$ cat src/vcsd_pkg.sv
// ----------------------------------------------------------------------------
// vcsd_pkg
// Shared types and constants of the voxel column span decoder.
// ----------------------------------------------------------------------------
package vcsd_pkg;

  localparam int MAP_SIDE_DEF   = 512;
  localparam int MAP_DEPTH_DEF  = 64;
  localparam int BOTTOM_MAX_DEF = 63;

  localparam int Q_DEPTH = 4;
  localparam int Q_AW    = 2;

  // one command per input byte that causes results or a buffer store
  typedef struct packed {
    logic        drain;       // emit buffered bottom colours
    logic        emit_color;  // emit one colour write (top or dropped)
    logic        store;       // buffer color at index count
    logic        emit_mask;   // emit the column mask after the rest
    logic [8:0]  x;
    logic [8:0]  y;
    logic [7:0]  air;         // air start of the header that drains
    logic [6:0]  count;       // bottom count to drain, or store index
    logic [5:0]  depth;
    logic        ovf;
    logic [31:0] color;
    logic [63:0] mask;
  } vcsd_cmd_t;

endpackage

$ cat src/vcsd_byte_if.sv
// ----------------------------------------------------------------------------
// vcsd_byte_if
// Byte stream channel: valid/ready with one map stream byte.
// ----------------------------------------------------------------------------
interface vcsd_byte_if;
  logic       valid;
  logic       ready;
  logic [7:0] data_byte;

  modport source (output valid, output data_byte, input ready);
  modport sink (input valid, input data_byte, output ready);
  modport monitor (input valid, input data_byte, input ready);
endinterface

$ cat src/vcsd_result_if.sv
// ----------------------------------------------------------------------------
// vcsd_result_if
// Result channel: valid/ready with one colour write or column mask.
// ----------------------------------------------------------------------------
interface vcsd_result_if;
  logic        valid;
  logic        ready;
  logic        kind;
  logic [8:0]  col_x;
  logic [8:0]  col_y;
  logic [5:0]  depth_z;
  logic [31:0] color_word;
  logic [63:0] solid_mask;
  logic        last;
  logic        overflow;

  modport source (output valid, output kind, output col_x, output col_y,
                  output depth_z, output color_word, output solid_mask,
                  output last, output overflow, input ready);
  modport sink (input valid, input kind, input col_x, input col_y,
                input depth_z, input color_word, input solid_mask,
                input last, input overflow, output ready);
  modport monitor (input valid, input kind, input col_x, input col_y,
                   input depth_z, input color_word, input solid_mask,
                   input last, input overflow, input ready);
endinterface

$ cat src/vcsd_front.sv
// ----------------------------------------------------------------------------
// vcsd_front
// Stream parser: tracks headers, colour words and column position, clears
// air runs from the mask and issues one command per productive byte.
// ----------------------------------------------------------------------------
module vcsd_front
  import vcsd_pkg::*;
#(
  parameter int MAP_SIDE   = MAP_SIDE_DEF,
  parameter int MAP_DEPTH  = MAP_DEPTH_DEF,
  parameter int BOTTOM_MAX = BOTTOM_MAX_DEF
) (
  input  logic          clk,
  input  logic          rst,
  vcsd_byte_if.sink     byte_ch,
  input  logic          q_full,
  output logic          q_push,
  output vcsd_cmd_t     q_data
);

  localparam int XW = (MAP_SIDE > 1) ? $clog2(MAP_SIDE) : 1;
  localparam logic [XW-1:0] X_LAST = XW'(MAP_SIDE - 1);
  localparam logic [63:0] FULL_MASK =
    (MAP_DEPTH >= 64) ? '1 : ((64'd1 << MAP_DEPTH) - 64'd1);
  localparam logic [7:0] DEPTH8 = 8'(MAP_DEPTH);
  localparam logic [6:0] DEPTH7 = 7'(MAP_DEPTH);
  localparam logic [6:0] BMAX7  = 7'(BOTTOM_MAX);

  logic [XW-1:0] column_x, column_x_next;
  logic [XW-1:0] column_y, column_y_next;
  logic [1:0]    byte_phase, byte_phase_next;
  logic          in_header, in_header_next;
  logic          first_span, first_span_next;
  logic [23:0]   header_bytes, header_bytes_next;
  logic [7:0]    colors_left_top, colors_left_top_next;
  logic [7:0]    colors_left_total, colors_left_total_next;
  logic [7:0]    next_top_depth, next_top_depth_next;
  logic [23:0]   color_shift, color_shift_next;
  logic [63:0]   column_mask, column_mask_next;
  logic [6:0]    bottom_count, bottom_count_next;

  logic        fire;
  logic [7:0]  b, cnt, s, e;
  logic [6:0]  fill, stop;
  logic [63:0] clr, mask_new;
  logic [8:0]  top9;
  logic [7:0]  top8, total, top_f, total_dec;
  logic [31:0] c;
  logic        end_col;

  assign byte_ch.ready = !q_full;
  assign fire = byte_ch.valid && byte_ch.ready;
  assign b    = byte_ch.data_byte;
  assign cnt  = header_bytes[7:0];
  assign s    = header_bytes[15:8];
  assign e    = header_bytes[23:16];
  assign c    = {b, color_shift};

  always_comb begin
    fill = 7'd0;
    if (!first_span) begin
      fill = (b < DEPTH8) ? b[6:0] : DEPTH7;
    end
    stop = (s < DEPTH8) ? s[6:0] : DEPTH7;
    for (int z = 0; z < 64; z++) begin
      clr[z] = (7'(z) >= fill) && (7'(z) < stop);
    end
    mask_new = column_mask & ~clr;
    top9 = (e >= s) ? ({1'b0, e} - {1'b0, s} + 9'd1) : 9'd0;
    top8 = top9[8] ? 8'd255 : top9[7:0];
    if (cnt == 8'd0) begin
      total = top8;
      top_f = top8;
    end else begin
      total = cnt - 8'd1;
      top_f = (top8 > total) ? total : top8;
    end
    total_dec = (colors_left_total != 8'd0) ? colors_left_total - 8'd1 : 8'd0;
  end

  always_comb begin
    column_x_next          = column_x;
    column_y_next          = column_y;
    byte_phase_next        = byte_phase;
    in_header_next         = in_header;
    first_span_next        = first_span;
    header_bytes_next      = header_bytes;
    colors_left_top_next   = colors_left_top;
    colors_left_total_next = colors_left_total;
    next_top_depth_next    = next_top_depth;
    color_shift_next       = color_shift;
    column_mask_next       = column_mask;
    bottom_count_next      = bottom_count;
    end_col                = 1'b0;
    q_push                 = 1'b0;
    q_data                 = '0;
    q_data.x               = 9'(column_x);
    q_data.y               = 9'(column_y);
    q_data.air             = b;
    q_data.count           = bottom_count;
    q_data.color           = c;

    if (fire) begin
      if (byte_phase != 2'd3) begin
        byte_phase_next = byte_phase + 2'd1;
        if (in_header) begin
          case (byte_phase)
            2'd0:    header_bytes_next = {16'd0, b};
            2'd1:    header_bytes_next[15:8] = b;
            default: header_bytes_next[23:16] = b;
          endcase
        end else begin
          case (byte_phase)
            2'd0:    color_shift_next = {16'd0, b};
            2'd1:    color_shift_next[15:8] = b;
            default: color_shift_next[23:16] = b;
          endcase
        end
      end else begin
        byte_phase_next = 2'd0;
        if (in_header) begin
          q_data.drain         = !first_span && (bottom_count != 7'd0);
          bottom_count_next    = 7'd0;
          first_span_next      = 1'b0;
          column_mask_next     = mask_new;
          colors_left_top_next = top_f;
          colors_left_total_next = total;
          next_top_depth_next  = s;
          q_data.mask          = mask_new;
          if (total == 8'd0) begin
            end_col = (cnt == 8'd0);
          end else begin
            in_header_next = 1'b0;
          end
        end else begin
          if (colors_left_top != 8'd0) begin
            q_data.emit_color    = 1'b1;
            q_data.ovf           = (next_top_depth >= DEPTH8);
            q_data.depth         = (next_top_depth < DEPTH8) ? next_top_depth[5:0] : 6'd0;
            next_top_depth_next  = (next_top_depth != 8'd255) ? next_top_depth + 8'd1 : 8'd255;
            colors_left_top_next = colors_left_top - 8'd1;
          end else if (bottom_count < BMAX7) begin
            q_data.store      = 1'b1;
            bottom_count_next = bottom_count + 7'd1;
          end else begin
            q_data.emit_color = 1'b1;
            q_data.ovf        = 1'b1;
          end
          colors_left_total_next = total_dec;
          q_data.mask = column_mask;
          if (total_dec == 8'd0) begin
            if (cnt == 8'd0) begin
              end_col = 1'b1;
            end else begin
              in_header_next = 1'b1;
            end
          end
        end
        q_data.emit_mask = end_col;
        q_push = q_data.drain || q_data.emit_color || q_data.store || end_col;
        if (end_col) begin
          column_mask_next  = FULL_MASK;
          first_span_next   = 1'b1;
          bottom_count_next = 7'd0;
          in_header_next    = 1'b1;
          if (column_x == X_LAST) begin
            column_x_next = '0;
            column_y_next = (column_y == X_LAST) ? '0 : column_y + XW'(1);
          end else begin
            column_x_next = column_x + XW'(1);
          end
        end
      end
    end
  end

  always_ff @(posedge clk) begin
    if (rst) begin
      column_x          <= '0;
      column_y          <= '0;
      byte_phase        <= 2'd0;
      in_header         <= 1'b1;
      first_span        <= 1'b1;
      header_bytes      <= 24'd0;
      colors_left_top   <= 8'd0;
      colors_left_total <= 8'd0;
      next_top_depth    <= 8'd0;
      color_shift       <= 24'd0;
      column_mask       <= FULL_MASK;
      bottom_count      <= 7'd0;
    end else begin
      column_x          <= column_x_next;
      column_y          <= column_y_next;
      byte_phase        <= byte_phase_next;
      in_header         <= in_header_next;
      first_span        <= first_span_next;
      header_bytes      <= header_bytes_next;
      colors_left_top   <= colors_left_top_next;
      colors_left_total <= colors_left_total_next;
      next_top_depth    <= next_top_depth_next;
      color_shift       <= color_shift_next;
      column_mask       <= column_mask_next;
      bottom_count      <= bottom_count_next;
    end
  end

endmodule

$ cat src/vcsd_queue.sv
// ----------------------------------------------------------------------------
// vcsd_queue
// Small command FIFO between the parser and the result sequencer.
// ----------------------------------------------------------------------------
module vcsd_queue
  import vcsd_pkg::*;
(
  input  logic      clk,
  input  logic      rst,
  input  logic      push,
  input  vcsd_cmd_t push_data,
  output logic      full,
  input  logic      pop,
  output vcsd_cmd_t pop_data,
  output logic      empty
);

  vcsd_cmd_t       entries [Q_DEPTH];
  logic [Q_AW-1:0] wptr, rptr;
  logic [Q_AW:0]   fill;

  assign full     = (fill == (Q_AW + 1)'(Q_DEPTH));
  assign empty    = (fill == '0);
  assign pop_data = entries[rptr];

  always_ff @(posedge clk) begin
    if (push) begin
      entries[wptr] <= push_data;
    end
  end

  always_ff @(posedge clk) begin
    if (rst) begin
      wptr <= '0;
      rptr <= '0;
      fill <= '0;
    end else begin
      if (push) begin
        wptr <= wptr + Q_AW'(1);
      end
      if (pop) begin
        rptr <= rptr + Q_AW'(1);
      end
      case ({push, pop})
        2'b10:   fill <= fill + (Q_AW + 1)'(1);
        2'b01:   fill <= fill - (Q_AW + 1)'(1);
        default: fill <= fill;
      endcase
    end
  end

endmodule

$ cat src/vcsd_back.sv
// ----------------------------------------------------------------------------
// vcsd_back
// Result sequencer: holds the bottom colour buffer, replays buffered
// colours at their depths, and drives the registered result channel.
// ----------------------------------------------------------------------------
module vcsd_back
  import vcsd_pkg::*;
#(
  parameter int MAP_DEPTH  = MAP_DEPTH_DEF,
  parameter int BOTTOM_MAX = BOTTOM_MAX_DEF
) (
  input  logic            clk,
  input  logic            rst,
  input  logic            q_empty,
  input  vcsd_cmd_t       q_data,
  output logic            q_pop,
  vcsd_result_if.source   result_ch
);

  localparam int IW = (BOTTOM_MAX > 1) ? $clog2(BOTTOM_MAX) : 1;
  localparam logic [9:0] DEPTH10 = 10'(MAP_DEPTH);

  typedef enum logic [4:0] {
    B_IDLE  = 5'b00001,
    B_READ  = 5'b00010,
    B_BOT   = 5'b00100,
    B_COLOR = 5'b01000,
    B_MASK  = 5'b10000
  } vcsd_bstate_t;

  typedef struct packed {
    logic        kind;
    logic [8:0]  col_x;
    logic [8:0]  col_y;
    logic [5:0]  depth_z;
    logic [31:0] color_word;
    logic [63:0] solid_mask;
    logic        last;
    logic        overflow;
  } vcsd_res_t;

  logic [31:0]  buffer [BOTTOM_MAX];
  logic [31:0]  rd_data;
  vcsd_bstate_t state, state_next;
  vcsd_cmd_t    cur;
  logic [6:0]   idx, idx_next;
  logic         res_valid, slot_free, load_out, last_bot;
  vcsd_res_t    res, res_next;
  logic [9:0]   d;

  assign slot_free = !res_valid || result_ch.ready;
  assign last_bot  = (idx + 7'd1 == cur.count);
  assign d = {2'b00, cur.air} - {3'b000, cur.count} + {3'b000, idx};

  always_comb begin
    state_next = state;
    idx_next   = idx;
    q_pop      = 1'b0;
    load_out   = 1'b0;
    res_next   = '0;
    res_next.col_x = cur.x;
    res_next.col_y = cur.y;
    case (state)
      B_IDLE: begin
        if (!q_empty) begin
          q_pop    = 1'b1;
          idx_next = 7'd0;
          if (q_data.drain) begin
            state_next = B_READ;
          end else if (q_data.emit_color) begin
            state_next = B_COLOR;
          end else if (q_data.emit_mask) begin
            state_next = B_MASK;
          end
        end
      end
      B_READ: state_next = B_BOT;
      B_BOT: begin
        if (slot_free) begin
          load_out = 1'b1;
          res_next.color_word = rd_data;
          res_next.overflow   = d[9] || (d >= DEPTH10);
          res_next.depth_z    = res_next.overflow ? 6'd0 : d[5:0];
          res_next.last       = last_bot && !cur.emit_mask;
          if (last_bot) begin
            state_next = cur.emit_mask ? B_MASK : B_IDLE;
          end else begin
            idx_next   = idx + 7'd1;
            state_next = B_READ;
          end
        end
      end
      B_COLOR: begin
        if (slot_free) begin
          load_out = 1'b1;
          res_next.color_word = cur.color;
          res_next.overflow   = cur.ovf;
          res_next.depth_z    = cur.depth;
          res_next.last       = !cur.emit_mask;
          state_next = cur.emit_mask ? B_MASK : B_IDLE;
        end
      end
      B_MASK: begin
        if (slot_free) begin
          load_out = 1'b1;
          res_next.kind       = 1'b1;
          res_next.solid_mask = cur.mask;
          res_next.last       = 1'b1;
          state_next = B_IDLE;
        end
      end
      default: state_next = B_IDLE;
    endcase
  end

  always_ff @(posedge clk) begin
    if (q_pop && q_data.store) begin
      buffer[q_data.count[IW-1:0]] <= q_data.color;
    end
    rd_data <= buffer[idx[IW-1:0]];
  end

  always_ff @(posedge clk) begin
    if (q_pop) begin
      cur <= q_data;
    end
    if (load_out) begin
      res <= res_next;
    end
  end

  always_ff @(posedge clk) begin
    if (rst) begin
      state     <= B_IDLE;
      idx       <= 7'd0;
      res_valid <= 1'b0;
    end else begin
      state <= state_next;
      idx   <= idx_next;
      if (load_out) begin
        res_valid <= 1'b1;
      end else if (result_ch.ready) begin
        res_valid <= 1'b0;
      end
    end
  end

  assign result_ch.valid      = res_valid;
  assign result_ch.kind       = res.kind;
  assign result_ch.col_x      = res.col_x;
  assign result_ch.col_y      = res.col_y;
  assign result_ch.depth_z    = res.depth_z;
  assign result_ch.color_word = res.color_word;
  assign result_ch.solid_mask = res.solid_mask;
  assign result_ch.last       = res.last;
  assign result_ch.overflow   = res.overflow;

endmodule

$ cat src/voxel_column_span_decoder.sv
// ----------------------------------------------------------------------------
// voxel_column_span_decoder
// Decodes a span-encoded voxel map byte stream into per-voxel colour writes
// and one solid mask per column.
//
// byte_ch takes one stream byte per transaction; result_ch gives one colour
// write (kind 0) or column mask (kind 1) per transaction, with last set on
// the final result caused by a byte. The parser takes one byte per cycle
// while its 4-entry command queue has room. A result passes through the
// command queue, the sequencer's command register and the output register.
// The sequencer pops a queued colour or mask command and then loads the
// output register, and loads a mask behind a colour or a bottom run after
// that; each buffered bottom colour passes through B_READ and B_BOT, as the
// read of the bottom buffer is registered. Every command is paid for by at
// least four bytes, but a long bottom drain can still fill the queue.
// Reset (rst, synchronous) returns to the first header of column (0,0);
// the bottom buffer needs no clearing pass. A stall on result_ch holds the
// output register; the parser keeps taking bytes until the queue fills,
// then drops byte_ch.ready.
// ----------------------------------------------------------------------------
module voxel_column_span_decoder
  import vcsd_pkg::*;
#(
  parameter int MAP_SIDE   = MAP_SIDE_DEF,
  parameter int MAP_DEPTH  = MAP_DEPTH_DEF,
  parameter int BOTTOM_MAX = BOTTOM_MAX_DEF
) (
  input  logic          clk,
  input  logic          rst,
  vcsd_byte_if.sink     byte_ch,
  vcsd_result_if.source result_ch
);

  logic      q_push, q_pop, q_full, q_empty;
  vcsd_cmd_t q_in, q_out;

  vcsd_front #(
    .MAP_SIDE   (MAP_SIDE),
    .MAP_DEPTH  (MAP_DEPTH),
    .BOTTOM_MAX (BOTTOM_MAX)
  ) u_front (
    .clk     (clk),
    .rst     (rst),
    .byte_ch (byte_ch),
    .q_full  (q_full),
    .q_push  (q_push),
    .q_data  (q_in)
  );

  vcsd_queue u_queue (
    .clk       (clk),
    .rst       (rst),
    .push      (q_push),
    .push_data (q_in),
    .full      (q_full),
    .pop       (q_pop),
    .pop_data  (q_out),
    .empty     (q_empty)
  );

  vcsd_back #(
    .MAP_DEPTH  (MAP_DEPTH),
    .BOTTOM_MAX (BOTTOM_MAX)
  ) u_back (
    .clk       (clk),
    .rst       (rst),
    .q_empty   (q_empty),
    .q_data    (q_out),
    .q_pop     (q_pop),
    .result_ch (result_ch)
  );

endmodule

$ cat src/flat_wrapper.sv
// flat-port wrapper written by rule: the top's interface ports become plain ports
module voxel_column_span_decoder_flat import vcsd_pkg::*;
#(
  parameter int MAP_SIDE   = MAP_SIDE_DEF,
  parameter int MAP_DEPTH  = MAP_DEPTH_DEF,
  parameter int BOTTOM_MAX = BOTTOM_MAX_DEF
)
  (clk, rst, byte_ch_valid, byte_ch_data_byte, byte_ch_ready, result_ch_valid, result_ch_kind, result_ch_col_x, result_ch_col_y, result_ch_depth_z, result_ch_color_word, result_ch_solid_mask, result_ch_last, result_ch_overflow, result_ch_ready);
  vcsd_byte_if byte_ch_i ();
  vcsd_result_if result_ch_i ();
  input  logic clk;
  input  logic rst;
  input wire logic [$bits(byte_ch_i.valid)-1:0] byte_ch_valid;
  input wire logic [$bits(byte_ch_i.data_byte)-1:0] byte_ch_data_byte;
  output wire logic [$bits(byte_ch_i.ready)-1:0] byte_ch_ready;
  output wire logic [$bits(result_ch_i.valid)-1:0] result_ch_valid;
  output wire logic [$bits(result_ch_i.kind)-1:0] result_ch_kind;
  output wire logic [$bits(result_ch_i.col_x)-1:0] result_ch_col_x;
  output wire logic [$bits(result_ch_i.col_y)-1:0] result_ch_col_y;
  output wire logic [$bits(result_ch_i.depth_z)-1:0] result_ch_depth_z;
  output wire logic [$bits(result_ch_i.color_word)-1:0] result_ch_color_word;
  output wire logic [$bits(result_ch_i.solid_mask)-1:0] result_ch_solid_mask;
  output wire logic [$bits(result_ch_i.last)-1:0] result_ch_last;
  output wire logic [$bits(result_ch_i.overflow)-1:0] result_ch_overflow;
  input wire logic [$bits(result_ch_i.ready)-1:0] result_ch_ready;
  assign byte_ch_i.valid = byte_ch_valid;
  assign byte_ch_i.data_byte = byte_ch_data_byte;
  assign byte_ch_ready = byte_ch_i.ready;
  assign result_ch_valid = result_ch_i.valid;
  assign result_ch_kind = result_ch_i.kind;
  assign result_ch_col_x = result_ch_i.col_x;
  assign result_ch_col_y = result_ch_i.col_y;
  assign result_ch_depth_z = result_ch_i.depth_z;
  assign result_ch_color_word = result_ch_i.color_word;
  assign result_ch_solid_mask = result_ch_i.solid_mask;
  assign result_ch_last = result_ch_i.last;
  assign result_ch_overflow = result_ch_i.overflow;
  assign result_ch_i.ready = result_ch_ready;
  voxel_column_span_decoder #(.MAP_SIDE(MAP_SIDE), .MAP_DEPTH(MAP_DEPTH), .BOTTOM_MAX(BOTTOM_MAX)) u_core (.clk(clk), .rst(rst), .byte_ch(byte_ch_i), .result_ch(result_ch_i));
endmodule
$ cat config.mk
export PLATFORM = sky130hd
export DESIGN_NAME = voxel_column_span_decoder_flat
export DESIGN_NICKNAME = d
export VERILOG_FILES = /design/src/vcsd_pkg.sv /design/src/vcsd_byte_if.sv /design/src/vcsd_result_if.sv /design/src/vcsd_front.sv /design/src/vcsd_queue.sv /design/src/vcsd_back.sv /design/src/voxel_column_span_decoder.sv /design/src/flat_wrapper.sv
export SDC_FILE = /design/constraint.sdc
export NUM_CORES = 2
export LEC_CHECK = 0
export BUFFER_PORTS_ARGS = -buffer_cell sky130_fd_sc_hd__buf_4
export CAP_MARGIN = 10
export CORE_UTILIZATION = 42
export CTS_BUF_LIST = sky130_fd_sc_hd__clkbuf_8
export DETAILED_ROUTE_END_ITERATION = 12
export SLEW_MARGIN = 30
export SYNTH_ARGS = -nofsm -noshare
export SYNTH_HDL_FRONTEND = slang
export SYNTH_SLANG_ARGS = --single-unit
$ cat constraint.sdc
create_clock -name clk -period 15 [get_ports clk]
set_clock_uncertainty 0.2 [all_clocks]
set_input_delay 2.25 -clock clk [delete_from_list [all_inputs] [get_ports clk]]
set_output_delay 2.25 -clock clk [all_outputs]
set_load 0.03 [all_outputs]
==> impl_metrics.json <==
{
  "drt_pass1_iterations": 5,
  "yosysTopAreaCell": "edfxtp_1",
  "drtAntennaViolNets": 0,
  "drive_gt1_share_pct": 26.86,
  "clk_pin_slew_ns": 0.07,
  "synth_fp_nets": 5830,
  "synthCells": 5750,
  "portBuffers": 136,
  "syn_area_per_cell_um2": 20.29,
  "drc": 0,
  "worstHoldEndpoint": "u_core.u_back.result_ch.col_x[2]$_DFFE_PP_",
  "antenna_found_initial": 11,
  "ys.flop_type": "edfxtp_1",
  "ys_ff_latch": 3015,
  "ys_warn_count": 0,
  "final_nets": 6273,
  "die_x_um": 529.1,
  "r2r_setup_slack_ns": 8.69,
  "layout_setup_ws_ns": 8.689,
  "start_kind": "register",
  "crit_path_end_kind": "register",
  "r2r-start": "u_core.u_front.header_bytes[10]$_SDFFE_PP0P_",
  "dr_total_vias": 59290,
  "cp_data_required_time_ns": 15.47,
  "tightest_slew_ns": 1.033,
  "r2r-end": "u_core.u_queue.entries[2][81]$_DFFE_PP_",
  "synth-seq-area-share_pct": 75.71,
  "critPathKind": "reg -> reg",
  "initial_core_util_pct": 42.20,
  "place.gp.congestion": 0.8414,
  "clock_path_buffers": 4,
  "grt-ovfl-total": 0,
  "synthTopCellsByArea": "edfxtp_1 (72%), mux4_2 (15%), dfxtp_1 (3.8%), nand2_1 (0.81%), nor2_1 (0.80%)",
  "power.density_nw_per_um2": 121.8,
  "grt_usage_pct": 21.21,
  "cts.sinks": 3015,
  "cp_slowest_cell": "buf_4",
  "synth_edf_count": 2796,
  "dieArea_um2": 279900,
  "grt_pass1_vias": 59980,
  "hpwl_um": 166900,
  "root_buffer": "clkbuf_8",
  "cp_slowest_stage_delay_ns": 0.85,
  "num_rows": 193,
  "hold_depth": 0,
  "max_cap_violations": 0,
  "worstPathMaxFanout": 60,
  "slew_headroom_pct": 30.53,
  "ios": 137,
  "arrival_ns": 6.78,
  "htree_levels": 5,
  "seq_area_um2": 88370,
  "clk_latency_ns": 1.14,
  "cts_hold_repair.buffers": 0,
  "nFillCells": 22810,
  "path_cells": "inv_1 -> ha_1 -> inv_1 -> fa_1 -> xnor2_1 -> or3b_2 -> o211ai_1 -> a211oi_1 -> a2111oi_4 -> a41oi_2 -> buf_4 -> nor2b_2 -> nor2b_4 -> buf_4",
  "r2r_cells": 14,
  "finalCritPeriodShare_pct": 42.08,
  "max_freq_ghz": 0.1584,
  "place_ws_ns": 8.135,
  "cts_made_buffers": 474,
  "cts_resized": 0,
  "critPathBufInv": 4,
  "grt_max_degree": 106,
  "core_area_um2": 276500,
  "setup-violations-final": 0,
  "drt_iter0_drc": 6347,
  "drt_wl_total_um": 299200,
  "peakVddDrop_mv": 0.08871,
  "hold_class": "reg -> reg",
  "outcome": "finished, final reports clean",
  "vias_per_cell": 5.753,
  "die_h_um": 529.1,
  "period_minus_slack_ns": 6.311,
  "startpoint": "u_core.u_front.header_bytes[10]$_SDFFE_PP0P_",
  "multi_input_area_um2": 27550,
  "grt_pass1_wl_um": 427500,
  "yosys.area.top_type_share_pct": 71.95,
  "avgRoutedWirePerCell_um": 29.03,
  "p_leak_nw": 40.47,
  "rsz0062_at_grt": "no",
  "final_max_slew_viol_count": 0,
  "worstHoldStart": "u_core.u_back.cur[129]$_DFFE_PP_",
  "syn_to_final_growth_pct": 13.26,
  "final_area_um2": 132200,
  "tritoncts": "yes",
  "finalHoldViolCount": 0,
  "synth_cell_types": 86,
  "path_delay_family": "simple AND/OR/NAND/NOR gates",
  "finalSetupTns_ns": 0,
  "fin_worst_hold_slack_ns": 0.1953,
  "postCtsSetupRepairBufs": 0,
  "synth_async_sr_flop_share_pct": 0,
  "syn_area_um2": 116700,
  "post_dp_cell_area_um2": 123000
}
-- registers in the layout, summed over array words and instances (netlist names), 5 cells and up, named ones only --
name                                cells
u_core.u_front.column_x                 9
u_core.u_back.result_ch.color_word     32
u_core.u_back.rd_data                  32
u_core.u_back.result_ch.col_y           9
u_core.u_queue.entries                528
u_core.u_back.idx                       7
u_core.u_back.result_ch.col_x           9
u_core.u_front.column_mask             64
u_core.u_front.column_y                 9
u_core.u_back.result_ch.depth_z         6
u_core.u_front.colors_left_top          8
u_core.u_back.cur                     129
u_core.u_front.color_shift             24
u_core.u_front.colors_left_total        8
u_core.u_front.bottom_count             7
u_core.u_front.next_top_depth           8
u_core.u_back.result_ch.solid_mask     64
u_core.u_front.header_bytes            24
u_core.u_back.buffer                 2016
u_core.u_back.state                     5
-- cell usage after synthesis (49+ instances only) --
cell type	number
nand2_1	251
buf_1	64
inv_1	71
o21ai_0	149
and2_1	86
mux2i_1	65
and3_1	49
nor2_1	250
clkbuf_1	229
a21oi_1	101
nand3_1	89
dfxtp_1	219
edfxtp_1	2796
ha_1	61
mux4_2	764
-- placed cells by master (no fill, tap or decap), types with 103 or more instances in the layout --
cell,instances
clkinv_1,103
inv_1,241
buf_4,259
clkbuf_8,519
nor2_1,182
dfxtp_1,212
nand2_1,250
o21ai_0,149
edfxtp_1,2796
mux4_2,744
-- worst max-delay path by stage --
stage / slack, ns / cells after the start / endpoint
final: 8.69 / 14 / u_core.u_queue.entries[2][81]$_DFFE_PP_
after global routing: 8.44 / 16 / u_core.u_queue.entries[2][81]$_DFFE_PP_
after global placement: 8.23 / 10 / u_core.u_queue.entries[1][21]$_DFFE_PP_
after CTS: 8.59 / 14 / u_core.u_queue.entries[1][67]$_DFFE_PP_
after floorplan: 4.60 / 9 / u_core.u_back.buffer[51][0]$_DFFE_PP_
after detailed placement: 8.14 / 10 / u_core.u_queue.entries[1][21]$_DFFE_PP_
-- kinds of logic (layout without fill, tap and decap cells) --
group,count (synthesis),in the layout,synth area share [%]
mux,831,831,15.32
flops,3015,3015,75.71
fa+ha+maj,68,68,0.7742
simple gates,915,915,3.797
other cells,0,5,0
compound gates,507,507,2.899
xor+xnor,31,31,0.2445
buf+inv,383,1229,1.251
-- per-layer routing --
layer	vias to the layer above	track usage, %	wire [um]	share of wire (%)
met2	2476	34.18	145400	49
met5	-	0	31	0.010
li1	24610	-	-	-
met1	31760	29.59	123900	41
met3	444	3.864	22470	7.5
met4	4	5.949	7442	2.5
-- through the flow --
| stage | total power (W) | instances | util (%) |
|---|---|---|---|
| global route | 0.01662 | 10310 | 47.80 |
| global placement | 0.009707 | 9414 | 44.42 |
| finish | 0.01610 | 10310 | 47.80 |
| detailed placement | 0.009713 | 9417 | 44.48 |
| CTS | 0.01623 | 10300 | 47.73 |
| floorplan | 0.009580 | 5750 | - |
-- worst register-to-register path, stage by stage, from the launching register on --
cell	delay, ns
dfxtp_1	0.66
inv_1	0.17
ha_1	0.37
inv_1	0.08
fa_1	0.45
xnor2_1	0.31
or3b_2	0.47
o211ai_1	0.22
a211oi_1	0.13
a2111oi_4	0.45
a41oi_2	0.16
buf_4	0.26
nor2b_2	0.28
nor2b_4	0.75
buf_4	0.85
-- area by class of cell --
| class | count | share of cell area [%] |
|---|---|---|
| clock inverters | 360 | 1.407 |
| multi-input cells | 2352 | 20.84 |
| well taps | 3705 | 3.508 |
| flip-flops and latches | 3015 | 66.87 |
| repair buffers | 276 | 1.748 |
| diodes | 5 | 0.009468 |
| inverters | 74 | 0.2102 |
| clock buffers | 519 | 5.405 |
-- power by group --
part           switching (W)  internal (W)
clock                0.00326       0.00331
sequential         0.0000222       0.00912
combinational       0.000267      0.000129
total                0.00355        0.0126
Power figures use the tool's default switching activity.
